==> config.mk <==
export PLATFORM = sky130hd
export DESIGN_NAME = slowest_frame_retention
export DESIGN_NICKNAME = d
export VERILOG_FILES = /design/src/rtl/sfr_pkg.sv /design/src/rtl/sfr_front.sv /design/src/rtl/sfr_back.sv /design/src/rtl/slowest_frame_retention.sv
export SDC_FILE = /design/constraint.sdc
export NUM_CORES = 2
export LEC_CHECK = 0
export ABC_AREA = 1
export BUFFER_PORTS_ARGS = -buffer_cell sky130_fd_sc_hd__clkbuf_2
export CAP_MARGIN = 20
export CORE_ASPECT_RATIO = 2
export CORE_MARGIN = 2
export CORE_UTILIZATION = 30
export CTS_CLUSTER_SIZE = 28
export DETAILED_ROUTE_END_ITERATION = 10
export PLACE_DENSITY = 0.51
export SLEW_MARGIN = 20
export SYNTH_ARGS = -nofsm -noshare
export SYNTH_HDL_FRONTEND = slang
export SYNTH_SLANG_ARGS = --single-unit
==> constraint.sdc <==
create_clock -name clk -period 11.09 [get_ports clk]
set_input_delay 0.5545 -clock clk [delete_from_list [all_inputs] [get_ports clk]]
set_output_delay 0.5545 -clock clk [all_outputs]
set_load 0.02 [all_outputs]
==> src/rtl/sfr_pkg.sv <==
// Shared types and constants for the slowest-frame retention block.
// Used by sfr_front, sfr_back and the top level slowest_frame_retention.
`timescale 1ns / 1ps
`default_nettype none

package sfr_pkg;

    localparam int CYC_W     = 32;
    localparam int FN_W      = 32;
    localparam int IDX_IN_W  = 3;
    localparam int S_TDATA_W = 40;
    localparam int M_TDATA_W = 136;

    // Depth of the command queue between front and back
    localparam int QUEUE_DEPTH = 2;

    typedef enum logic
    {
        REQ_BOUNDARY = 1'b0,
        REQ_READ     = 1'b1
    } req_kind_t;

    // Classified command handed from front to back
    typedef struct packed
    {
        req_kind_t             kind;
        logic                  rd_ok;   // slot index within range
        logic [IDX_IN_W-1:0]   idx;
        logic [CYC_W-1:0]      cyc;
        logic [CYC_W-1:0]      start;   // cycle count with zero mapped to one
    } cmd_t;

    // Result beat, last field in the lowest bits
    typedef struct packed
    {
        logic [2:0]            pad;
        logic [FN_W-1:0]       read_frame_number;
        logic [CYC_W-1:0]      read_duration;
        logic [FN_W-1:0]       new_frame_number;
        logic [IDX_IN_W-1:0]   staging_slot;
        logic [CYC_W-1:0]      ended_duration;
        logic                  opened_only;
        logic                  kept;
    } result_t;

endpackage

`default_nettype wire

==> src/rtl/sfr_front.sv <==
// Front end: accepts input beats, classifies them into commands and queues them.
// Depends on sfr_pkg.
`timescale 1ns / 1ps
`default_nettype none

module sfr_front
    import sfr_pkg::*;
#(
    parameter int SLOTS = 8
)
(
    input  wire logic                  clk,
    input  wire logic                  rst_n,
    input  wire logic                  s_valid,
    output      logic                  s_ready,
    input  wire logic [S_TDATA_W-1:0]  s_data,
    input  wire logic                  s_user,
    output      logic                  q_valid,
    output      cmd_t                  q_cmd,
    input  wire logic                  q_pop
);

    localparam int PTR_W = (QUEUE_DEPTH > 1) ? $clog2(QUEUE_DEPTH) : 1;
    localparam int CNT_W = $clog2(QUEUE_DEPTH + 1);
    localparam int CMP_W = $clog2(SLOTS + 1) + IDX_IN_W;
    localparam logic [PTR_W-1:0] PTR_LAST = PTR_W'(QUEUE_DEPTH - 1);
    localparam logic [CNT_W-1:0] CNT_FULL = CNT_W'(QUEUE_DEPTH);

    cmd_t               q_mem [QUEUE_DEPTH];
    logic [PTR_W-1:0]   wr_ptr_reg, wr_ptr_next;
    logic [PTR_W-1:0]   rd_ptr_reg, rd_ptr_next;
    logic [CNT_W-1:0]   cnt_reg, cnt_next;
    cmd_t               cmd_in;
    logic               push;
    logic               pop;

    always_comb
    begin
        cmd_in.kind  = req_kind_t'(s_user);
        cmd_in.idx   = s_data[CYC_W +: IDX_IN_W];
        cmd_in.cyc   = s_data[CYC_W-1:0];
        cmd_in.start = (cmd_in.cyc == '0) ? CYC_W'(1) : cmd_in.cyc;
        cmd_in.rd_ok = (CMP_W'(cmd_in.idx) < CMP_W'(SLOTS));
    end

    assign s_ready = (cnt_reg != CNT_FULL);
    assign q_valid = (cnt_reg != '0);
    assign q_cmd   = q_mem[rd_ptr_reg];
    assign push    = s_valid && s_ready;
    assign pop     = q_pop && q_valid;

    always_comb
    begin
        wr_ptr_next = wr_ptr_reg;
        rd_ptr_next = rd_ptr_reg;
        cnt_next    = cnt_reg;
        if (push)
        begin
            wr_ptr_next = (wr_ptr_reg == PTR_LAST) ? '0 : wr_ptr_reg + 1'b1;
        end
        if (pop)
        begin
            rd_ptr_next = (rd_ptr_reg == PTR_LAST) ? '0 : rd_ptr_reg + 1'b1;
        end
        if (push && !pop)
        begin
            cnt_next = cnt_reg + 1'b1;
        end
        else if (pop && !push)
        begin
            cnt_next = cnt_reg - 1'b1;
        end
    end

    always_ff @(posedge clk or negedge rst_n)
    begin
        if (!rst_n)
        begin
            wr_ptr_reg <= '0;
            rd_ptr_reg <= '0;
            cnt_reg    <= '0;
        end
        else
        begin
            wr_ptr_reg <= wr_ptr_next;
            rd_ptr_reg <= rd_ptr_next;
            cnt_reg    <= cnt_next;
        end
    end

    always_ff @(posedge clk)
    begin
        if (push)
        begin
            q_mem[wr_ptr_reg] <= cmd_in;
        end
    end

endmodule

`default_nettype wire

==> src/rtl/sfr_back.sv <==
// Back end: slot memories, minimum scan and retention decision, result register.
// Depends on sfr_pkg; takes commands from sfr_front.
`timescale 1ns / 1ps
`default_nettype none

module sfr_back
    import sfr_pkg::*;
#(
    parameter int SLOTS = 8
)
(
    input  wire logic   clk,
    input  wire logic   rst_n,
    input  wire logic   q_valid,
    input  wire cmd_t   q_cmd,
    output      logic   q_pop,
    output      logic   m_valid,
    input  wire logic   m_ready,
    output      result_t m_data
);

    localparam int IDX_W  = (SLOTS > 1) ? $clog2(SLOTS) : 1;
    localparam int FILL_W = $clog2(SLOTS + 1);
    localparam logic [FILL_W-1:0] FILL_FULL = FILL_W'(SLOTS);
    localparam logic [IDX_W-1:0]  LAST_IDX  = IDX_W'(SLOTS - 1);

    typedef enum logic [1:0]
    {
        S_IDLE,
        S_READ,
        S_SCAN,
        S_DECIDE
    } state_t;

    state_t             state_reg;
    logic [IDX_W-1:0]   stage_slot_reg;
    logic [FILL_W-1:0]  filled_reg;
    logic [FN_W-1:0]    frame_ctr_reg;
    logic [CYC_W-1:0]   start_reg;
    cmd_t               cmd_reg;
    logic [CYC_W-1:0]   dur_reg;
    logic [FILL_W-1:0]  scan_reg;
    logic               cmp_vld_reg;
    logic [IDX_W-1:0]   cmp_idx_reg;
    logic [CYC_W-1:0]   min_reg;
    logic [IDX_W-1:0]   min_idx_reg;
    logic               m_valid_reg;
    result_t            m_data_reg;

    // slot stores with per-entry valid bits; an invalid entry reads as zero
    logic [CYC_W-1:0]   dur_mem [SLOTS];
    logic [FN_W-1:0]    fn_mem  [SLOTS];
    logic [SLOTS-1:0]   dur_vld_reg;
    logic [SLOTS-1:0]   fn_vld_reg;
    logic [CYC_W-1:0]   rd_dur_reg;
    logic [FN_W-1:0]    rd_fn_reg;
    logic               rd_dur_ok_reg;
    logic               rd_fn_ok_reg;

    logic               out_free;
    logic               is_open;
    logic [CYC_W-1:0]   head_dur;
    logic [FN_W-1:0]    frame_ctr_inc;
    logic               full;
    logic               keep;
    logic [FILL_W-1:0]  filled_new;
    logic [IDX_W-1:0]   cand;
    logic [IDX_W-1:0]   cand_step;
    logic [IDX_W-1:0]   next_slot;
    logic               scan_issue;
    logic [CYC_W-1:0]   rd_dur_val;
    logic [FN_W-1:0]    rd_fn_val;

    logic               dur_we;
    logic [IDX_W-1:0]   dur_waddr;
    logic [CYC_W-1:0]   dur_wdata;
    logic               fn_we;
    logic [IDX_W-1:0]   fn_waddr;
    logic [FN_W-1:0]    fn_wdata;
    logic               rd_en;
    logic [IDX_W-1:0]   rd_addr;
    logic               out_load;
    result_t            res_next;

    assign out_free      = !m_valid_reg || m_ready;
    assign q_pop         = (state_reg == S_IDLE) && q_valid && out_free;
    assign is_open       = (start_reg == '0);
    assign head_dur      = q_cmd.cyc - start_reg;
    assign frame_ctr_inc = frame_ctr_reg + 1'b1;
    assign scan_issue    = (state_reg == S_SCAN) && (scan_reg < FILL_FULL);
    assign rd_dur_val    = rd_dur_ok_reg ? rd_dur_reg : '0;
    assign rd_fn_val     = rd_fn_ok_reg ? rd_fn_reg : '0;
    assign m_valid       = m_valid_reg;
    assign m_data        = m_data_reg;

    // retention decision; min_reg covers all slots including the one just scored
    always_comb
    begin
        full       = (filled_reg == FILL_FULL);
        keep       = !full || (dur_reg > min_reg);
        filled_new = (keep && !full) ? filled_reg + 1'b1 : filled_reg;
        cand       = (filled_new != FILL_FULL) ? filled_new[IDX_W-1:0] : min_idx_reg;
        cand_step  = (cand == LAST_IDX) ? '0 : cand + 1'b1;
        if (!keep)
        begin
            next_slot = stage_slot_reg;
        end
        else if (cand == stage_slot_reg)
        begin
            next_slot = cand_step;
        end
        else
        begin
            next_slot = cand;
        end
    end

    always_comb
    begin
        dur_we    = 1'b0;
        dur_waddr = stage_slot_reg;
        dur_wdata = head_dur;
        fn_we     = 1'b0;
        fn_waddr  = stage_slot_reg;
        fn_wdata  = frame_ctr_reg;
        rd_en     = 1'b0;
        rd_addr   = IDX_W'(q_cmd.idx);
        out_load  = 1'b0;
        res_next  = '0;
        unique case (state_reg)
            S_IDLE:
            begin
                if (q_pop)
                begin
                    if (q_cmd.kind == REQ_READ)
                    begin
                        rd_en = q_cmd.rd_ok;
                    end
                    else if (is_open)
                    begin
                        fn_we                     = 1'b1;
                        out_load                  = 1'b1;
                        res_next.opened_only      = 1'b1;
                        res_next.staging_slot     = IDX_IN_W'(stage_slot_reg);
                        res_next.new_frame_number = frame_ctr_reg;
                    end
                    else
                    begin
                        dur_we = 1'b1;
                    end
                end
            end
            S_READ:
            begin
                out_load = 1'b1;
                if (cmd_reg.rd_ok)
                begin
                    res_next.read_duration     = rd_dur_val;
                    res_next.read_frame_number = rd_fn_val;
                end
            end
            S_SCAN:
            begin
                rd_en   = scan_issue;
                rd_addr = scan_reg[IDX_W-1:0];
            end
            S_DECIDE:
            begin
                dur_we                    = 1'b1;
                dur_waddr                 = next_slot;
                dur_wdata                 = '0;
                fn_we                     = 1'b1;
                fn_waddr                  = next_slot;
                fn_wdata                  = frame_ctr_inc;
                out_load                  = 1'b1;
                res_next.kept             = keep;
                res_next.ended_duration   = dur_reg;
                res_next.staging_slot     = IDX_IN_W'(next_slot);
                res_next.new_frame_number = frame_ctr_inc;
            end
            default:
            begin
                out_load = 1'b0;
            end
        endcase
    end

    always_ff @(posedge clk)
    begin
        if (dur_we)
        begin
            dur_mem[dur_waddr] <= dur_wdata;
        end
        if (fn_we)
        begin
            fn_mem[fn_waddr] <= fn_wdata;
        end
        if (rd_en)
        begin
            rd_dur_reg <= dur_mem[rd_addr];
            rd_fn_reg  <= fn_mem[rd_addr];
        end
    end

    always_ff @(posedge clk or negedge rst_n)
    begin
        if (!rst_n)
        begin
            dur_vld_reg   <= '0;
            fn_vld_reg    <= '0;
            rd_dur_ok_reg <= 1'b0;
            rd_fn_ok_reg  <= 1'b0;
        end
        else
        begin
            if (dur_we)
            begin
                dur_vld_reg[dur_waddr] <= 1'b1;
            end
            if (fn_we)
            begin
                fn_vld_reg[fn_waddr] <= 1'b1;
            end
            if (rd_en)
            begin
                rd_dur_ok_reg <= dur_vld_reg[rd_addr];
                rd_fn_ok_reg  <= fn_vld_reg[rd_addr];
            end
        end
    end

    always_ff @(posedge clk or negedge rst_n)
    begin
        if (!rst_n)
        begin
            state_reg      <= S_IDLE;
            stage_slot_reg <= '0;
            filled_reg     <= '0;
            frame_ctr_reg  <= '0;
            start_reg      <= '0;
            scan_reg       <= '0;
            cmp_vld_reg    <= 1'b0;
            cmp_idx_reg    <= '0;
            min_reg        <= '1;
            min_idx_reg    <= '0;
            m_valid_reg    <= 1'b0;
            cmd_reg        <= '0;
            dur_reg        <= '0;
            m_data_reg     <= '0;
        end
        else
        begin
            if (out_load)
            begin
                m_valid_reg <= 1'b1;
                m_data_reg  <= res_next;
            end
            else if (m_ready)
            begin
                m_valid_reg <= 1'b0;
            end

            cmp_vld_reg <= scan_issue;
            cmp_idx_reg <= scan_reg[IDX_W-1:0];

            unique case (state_reg)
                S_IDLE:
                begin
                    if (q_pop)
                    begin
                        cmd_reg     <= q_cmd;
                        dur_reg     <= head_dur;
                        scan_reg    <= '0;
                        min_reg     <= '1;
                        min_idx_reg <= '0;
                        if (q_cmd.kind == REQ_READ)
                        begin
                            state_reg <= S_READ;
                        end
                        else if (is_open)
                        begin
                            start_reg <= q_cmd.start;
                        end
                        else
                        begin
                            state_reg <= S_SCAN;
                        end
                    end
                end
                S_READ:
                begin
                    state_reg <= S_IDLE;
                end
                S_SCAN:
                begin
                    if (scan_issue)
                    begin
                        scan_reg <= scan_reg + 1'b1;
                    end
                    // strict compare keeps the lowest index on ties
                    if (cmp_vld_reg && (rd_dur_val < min_reg))
                    begin
                        min_reg     <= rd_dur_val;
                        min_idx_reg <= cmp_idx_reg;
                    end
                    if (cmp_vld_reg && (cmp_idx_reg == LAST_IDX))
                    begin
                        state_reg <= S_DECIDE;
                    end
                end
                S_DECIDE:
                begin
                    filled_reg     <= filled_new;
                    stage_slot_reg <= next_slot;
                    frame_ctr_reg  <= frame_ctr_inc;
                    start_reg      <= cmd_reg.start;
                    state_reg      <= S_IDLE;
                end
                default:
                begin
                    state_reg <= S_IDLE;
                end
            endcase
        end
    end

    a_filled_bounded: assert property (@(posedge clk) disable iff (!rst_n)
        filled_reg <= FILL_FULL)
        else $error("filled count beyond slot count");

    a_stage_in_range: assert property (@(posedge clk) disable iff (!rst_n)
        stage_slot_reg <= LAST_IDX)
        else $error("staging slot out of range");

    a_pop_needs_room: assert property (@(posedge clk) disable iff (!rst_n)
        q_pop |-> (!m_valid_reg || m_ready))
        else $error("command taken while result register blocked");

    a_open_sticks: assert property (@(posedge clk) disable iff (!rst_n)
        (start_reg != '0) |=> (start_reg != '0))
        else $error("open frame lost its start count");

    a_keep_moves_slot: assert property (@(posedge clk) disable iff (!rst_n)
        (state_reg == S_DECIDE && keep) |=> (stage_slot_reg != $past(stage_slot_reg)))
        else $error("kept frame overwritten by next staging slot");

endmodule

`default_nettype wire

==> src/rtl/slowest_frame_retention.sv <==
// Top level of the slowest-frame retention block: stream ports, front end and back end.
// Depends on sfr_pkg, sfr_front and sfr_back.
`timescale 1ns / 1ps
`default_nettype none

// Keeps the SLOTS slowest frames. Each beat is a frame boundary (tuser 0) carrying the
// free-running cycle count, or a read of one slot (tuser 1); every beat gives one result
// beat. A front queue of two commands takes beats while the back end works or a result
// waits. In the back end an opening boundary stays in S_IDLE, a read passes S_READ, and a
// later boundary passes S_SCAN and S_DECIDE: the minimum search reads the duration store
// one slot per cycle through a single registered read port and one comparator. Slot stores
// come out of reset as zero through per-entry valid bits, so no clearing pass follows reset.
module slowest_frame_retention
    import sfr_pkg::*;
#(
    parameter int SLOTS = 8
)
(
    input  wire logic                  clk,
    input  wire logic                  rst_n,
    input  wire logic                  s_axis_tvalid,
    output      logic                  s_axis_tready,
    // [31:0] cycle_count, [34:32] slot_index, [39:35] zero
    input  wire logic [S_TDATA_W-1:0]  s_axis_tdata,
    // [0] req_type
    input  wire logic [0:0]            s_axis_tuser,
    output      logic                  m_axis_tvalid,
    input  wire logic                  m_axis_tready,
    // [0] kept, [1] opened_only, [33:2] ended_duration, [36:34] staging_slot,
    // [68:37] new_frame_number, [100:69] read_duration, [132:101] read_frame_number,
    // [135:133] zero
    output      logic [M_TDATA_W-1:0]  m_axis_tdata
);

    logic       q_valid;
    cmd_t       q_cmd;
    logic       q_pop;
    result_t    m_data;

    sfr_front #(
        .SLOTS   (SLOTS)
    ) u_front (
        .clk     (clk),
        .rst_n   (rst_n),
        .s_valid (s_axis_tvalid),
        .s_ready (s_axis_tready),
        .s_data  (s_axis_tdata),
        .s_user  (s_axis_tuser[0]),
        .q_valid (q_valid),
        .q_cmd   (q_cmd),
        .q_pop   (q_pop)
    );

    sfr_back #(
        .SLOTS   (SLOTS)
    ) u_back (
        .clk     (clk),
        .rst_n   (rst_n),
        .q_valid (q_valid),
        .q_cmd   (q_cmd),
        .q_pop   (q_pop),
        .m_valid (m_axis_tvalid),
        .m_ready (m_axis_tready),
        .m_data  (m_data)
    );

    assign m_axis_tdata = M_TDATA_W'(m_data);

endmodule

`default_nettype wire

==> metrics.cfg <==
[yosys]
synth_ff_type=edfxtp_1
synth_edf_count=712
synthArstFlopShare=0.3213
synth_seq_area_share=0.6649
syn_inst=4126
synth.cell_area_mm2=0.04490
yosys_warnings=0
avgSynthCellArea_um2=10.88
netlist-cell-type-count=58
synth_top_area_cell=edfxtp_1
ys_ff_latch=1049
ys_top_cells_by_area=edfxtp_1, dfrtp_1, o21ai_0
yosys.area.top_type_share=0.4762

[floorplanning]
die_w_um=277.6
initial_core_util=0.3021
core_mm2=0.1486
rows=200
dieArea_mm2=0.1530
io_pins=183
die_height_um=551.1

[cts]
cts_max_path_buffers=3
cts.clk_slew.worst_paths_ns=0.06
post_cts_buffers=0
htreeDepth=3
cts_num_sinks=1049
cts_resized=0
clk-insertion-delay-late_ns=0.69
cts_root_buf=clkbuf_16
tritoncts=built
cts_buffers=94

[power]
ir_drop_uv=201.5
power.share.clock=0.194
netSwitchingFraction=0.4312
p_seq_frac=0.370
p_leak_uw=0.02035
power_frac_comb=0.435
intPower_uw=9620
switchingPower_uw=7292
p_per_area_mw_per_mm2=333.1

[worst_setup_path]
r2r_cells=13
crit_path_max_fanout=84
path_class=flip-flop to flip-flop
cp.required_ns=11.59
end_kind=flip-flop
arrival_ns=5.81
max_stage_delay_ns=0.72
r2r-start=u_front.rd_ptr_reg
r2r_setup_slack_ns=5.78
crit_chain=buf_4 -> inv_2 -> buf_4 -> nand2_1 -> nand3_1 -> nand2_8 -> inv_6 -> buf_4 -> buf_4 -> o21ai_0 -> o22ai_1 -> nor2_1 -> a31oi_1
critPathLaunchType=flip-flop
reg2reg_to=u_back.rd_fn_reg[19]
crit_family=buffers and inverters
cp_slowest_cell=buf_4
cp_common_cell=buf_4
cp.buffers_inverters=6

[sta]
max_freq_ghz=0.1884
grt_setup_unrepaired=no
worst_slew_pin_slew_ns=1.190
skew_ns=0.04397
fin_crit_ns=5.308
fin_tns_setup_ns=0
drv_slew=0
finalHoldViolCount=0
hold_ws_ns=0.09502
post-route-period-util=0.4786
layout_setup_ws_ns=5.782
relSlewSlack=0.1992
finalSetupViolations=0

[grt]
grt_overflow=0
antenna_found_initial=5
first_global_vias=29669
grt_pass1_wl_mm=180.1
grt_use_total=0.1533
grt_max_degree=149

[worst_hold_path]
min_from=s_axis_tdata[32]
hold_path.class=input pin to flip-flop
whs_path_depth=1
holdPathEnd=u_front.q_mem[1][64]

[final_layout]
final_nets=4367
mostFrequentLayoutCell=nand2_1
largestRegisters=u_back.dur_mem x256, u_back.fn_mem x256, u_front.q_mem x136
layout_common_cells=nand2_1, edfxtp_1, nor2_1
fin_area_mm2=0.05077
drive_gt1_frac=0.1125
syn2layout_area_growth_pct=13.08

[detailed_routing]
ant_nets=0
wl_per_cell_um=19.08
drtPass1Iterations=6
vias_per_cell=4.801
drtIter0Drc=1687
routed_wl_mm=118.6
drc=0
vias=29835

[placed_design]
placed_area_mm2=0.04770
gp_congestion=0.9159
dpl_worst_slack_ns=5.644
io_buffers=174
dpl.hpwl_mm=74.67

[run_status]
status=complete, no violations

[flow_run]
maxCapViolCount=0

==> routing by layer <==
| metal | share of wire | up-vias | track usage |
|---|---|---|---|
| li1 | - | 14433 | - |
| met1 | 0.42 | 14591 | 0.1869 |
| met2 | 0.50 | 645 | 0.2698 |
| met3 | 0.050 | 166 | 0.02654 |
| met4 | 0.034 | 0 | 0.05835 |
| met5 | 0 | - | 0 |
==> power by group through the flow <==
stage               Sequential, µW  Clock [µW]  Combinational [µW]
floorplan                     6430           0                4850
global placement              6340           0                7360
detailed placement            6350           0                7450
CTS                           6270        3380                7470
global route                  6350        3520                8310
finish                        6260        3290                7360
==> cell type report <==
class / instances / area [µm²]
repair buffers: 232 / 1326
clock inverters: 52 / 515.5
diodes: 1 / 2.502
multi-input cells: 2549 / 13040
inverters: 289 / 1097
flip-flops and latches: 1049 / 29850
clock buffers: 123 / 2532
well taps: 1919 / 2401
fillers: 14857 / 97870
==> metrics by stage <==
step | utilization | cells | power (µW)
5_1_grt | 0.3415 | 6214 | 18190
2_1_floorplan | - | 4128 | 11280
4_1_cts | 0.3415 | 6211 | 17120
3_3_place_gp | 0.3209 | 6035 | 13690
6_report | 0.3415 | 6214 | 16910
3_5_place_dp | 0.3209 | 6035 | 13790
==> kinds of logic after synthesis <==
logic type / after synthesis / synth area share
xor+xnor: 30 / 0.005852
fa+ha+maj: 107 / 0.02999
compound gates: 927 / 0.1197
simple gates: 1481 / 0.1325
buf+inv: 530 / 0.04676
other cells: 1 / 0.00008352
flops: 1049 / 0.6649
mux: 1 / 0.0002229
==> worst max-delay path by stage <==
stage,to,startpoint,depth (start not counted)
finish,u_back.rd_fn_reg[19],u_front.rd_ptr_reg,13
global route,u_back.rd_fn_reg[9],u_front.rd_ptr_reg,13
CTS,u_back.rd_fn_reg[28],u_front.rd_ptr_reg,13
detailed placement,u_back.rd_fn_reg[28],u_front.rd_ptr_reg,13
global placement,u_back.rd_fn_reg[22],u_front.rd_ptr_reg,13
floorplan,u_back.rd_fn_ok_reg,u_back.state_reg[0],9
==> synthesized netlist by cell type, types with 6 or more instances <==
master	n
o22ai_1	68
nor2_1	572
or2_2	6
buf_1	18
buf_2	38
inv_1	280
a22o_1	63
o31ai_2	26
o21a_1	6
a21oi_1	78
buf_4	6
o21ai_1	16
nor2_2	7
nor3_1	16
ha_1	106
xor2_1	14
nand4_1	31
inv_2	7
o21ai_0	566
o31ai_1	7
a31oi_1	66
dfrtp_1	305
o211ai_1	7
edfxtp_1	712
xnor2_1	16
nand3_1	82
clkbuf_1	174
nand2_1	720
dfstp_2	32
nor4_1	21
==> repair_timing <==
| action | in CTS | in global routing |
|---|---|---|
| endpoints found under the hold margin | 78 | 0 |
| hold buffers | 1 | 0 |
| endpoints found under the setup margin | 0 | 0 |
(Power assumes the default switching activity.)
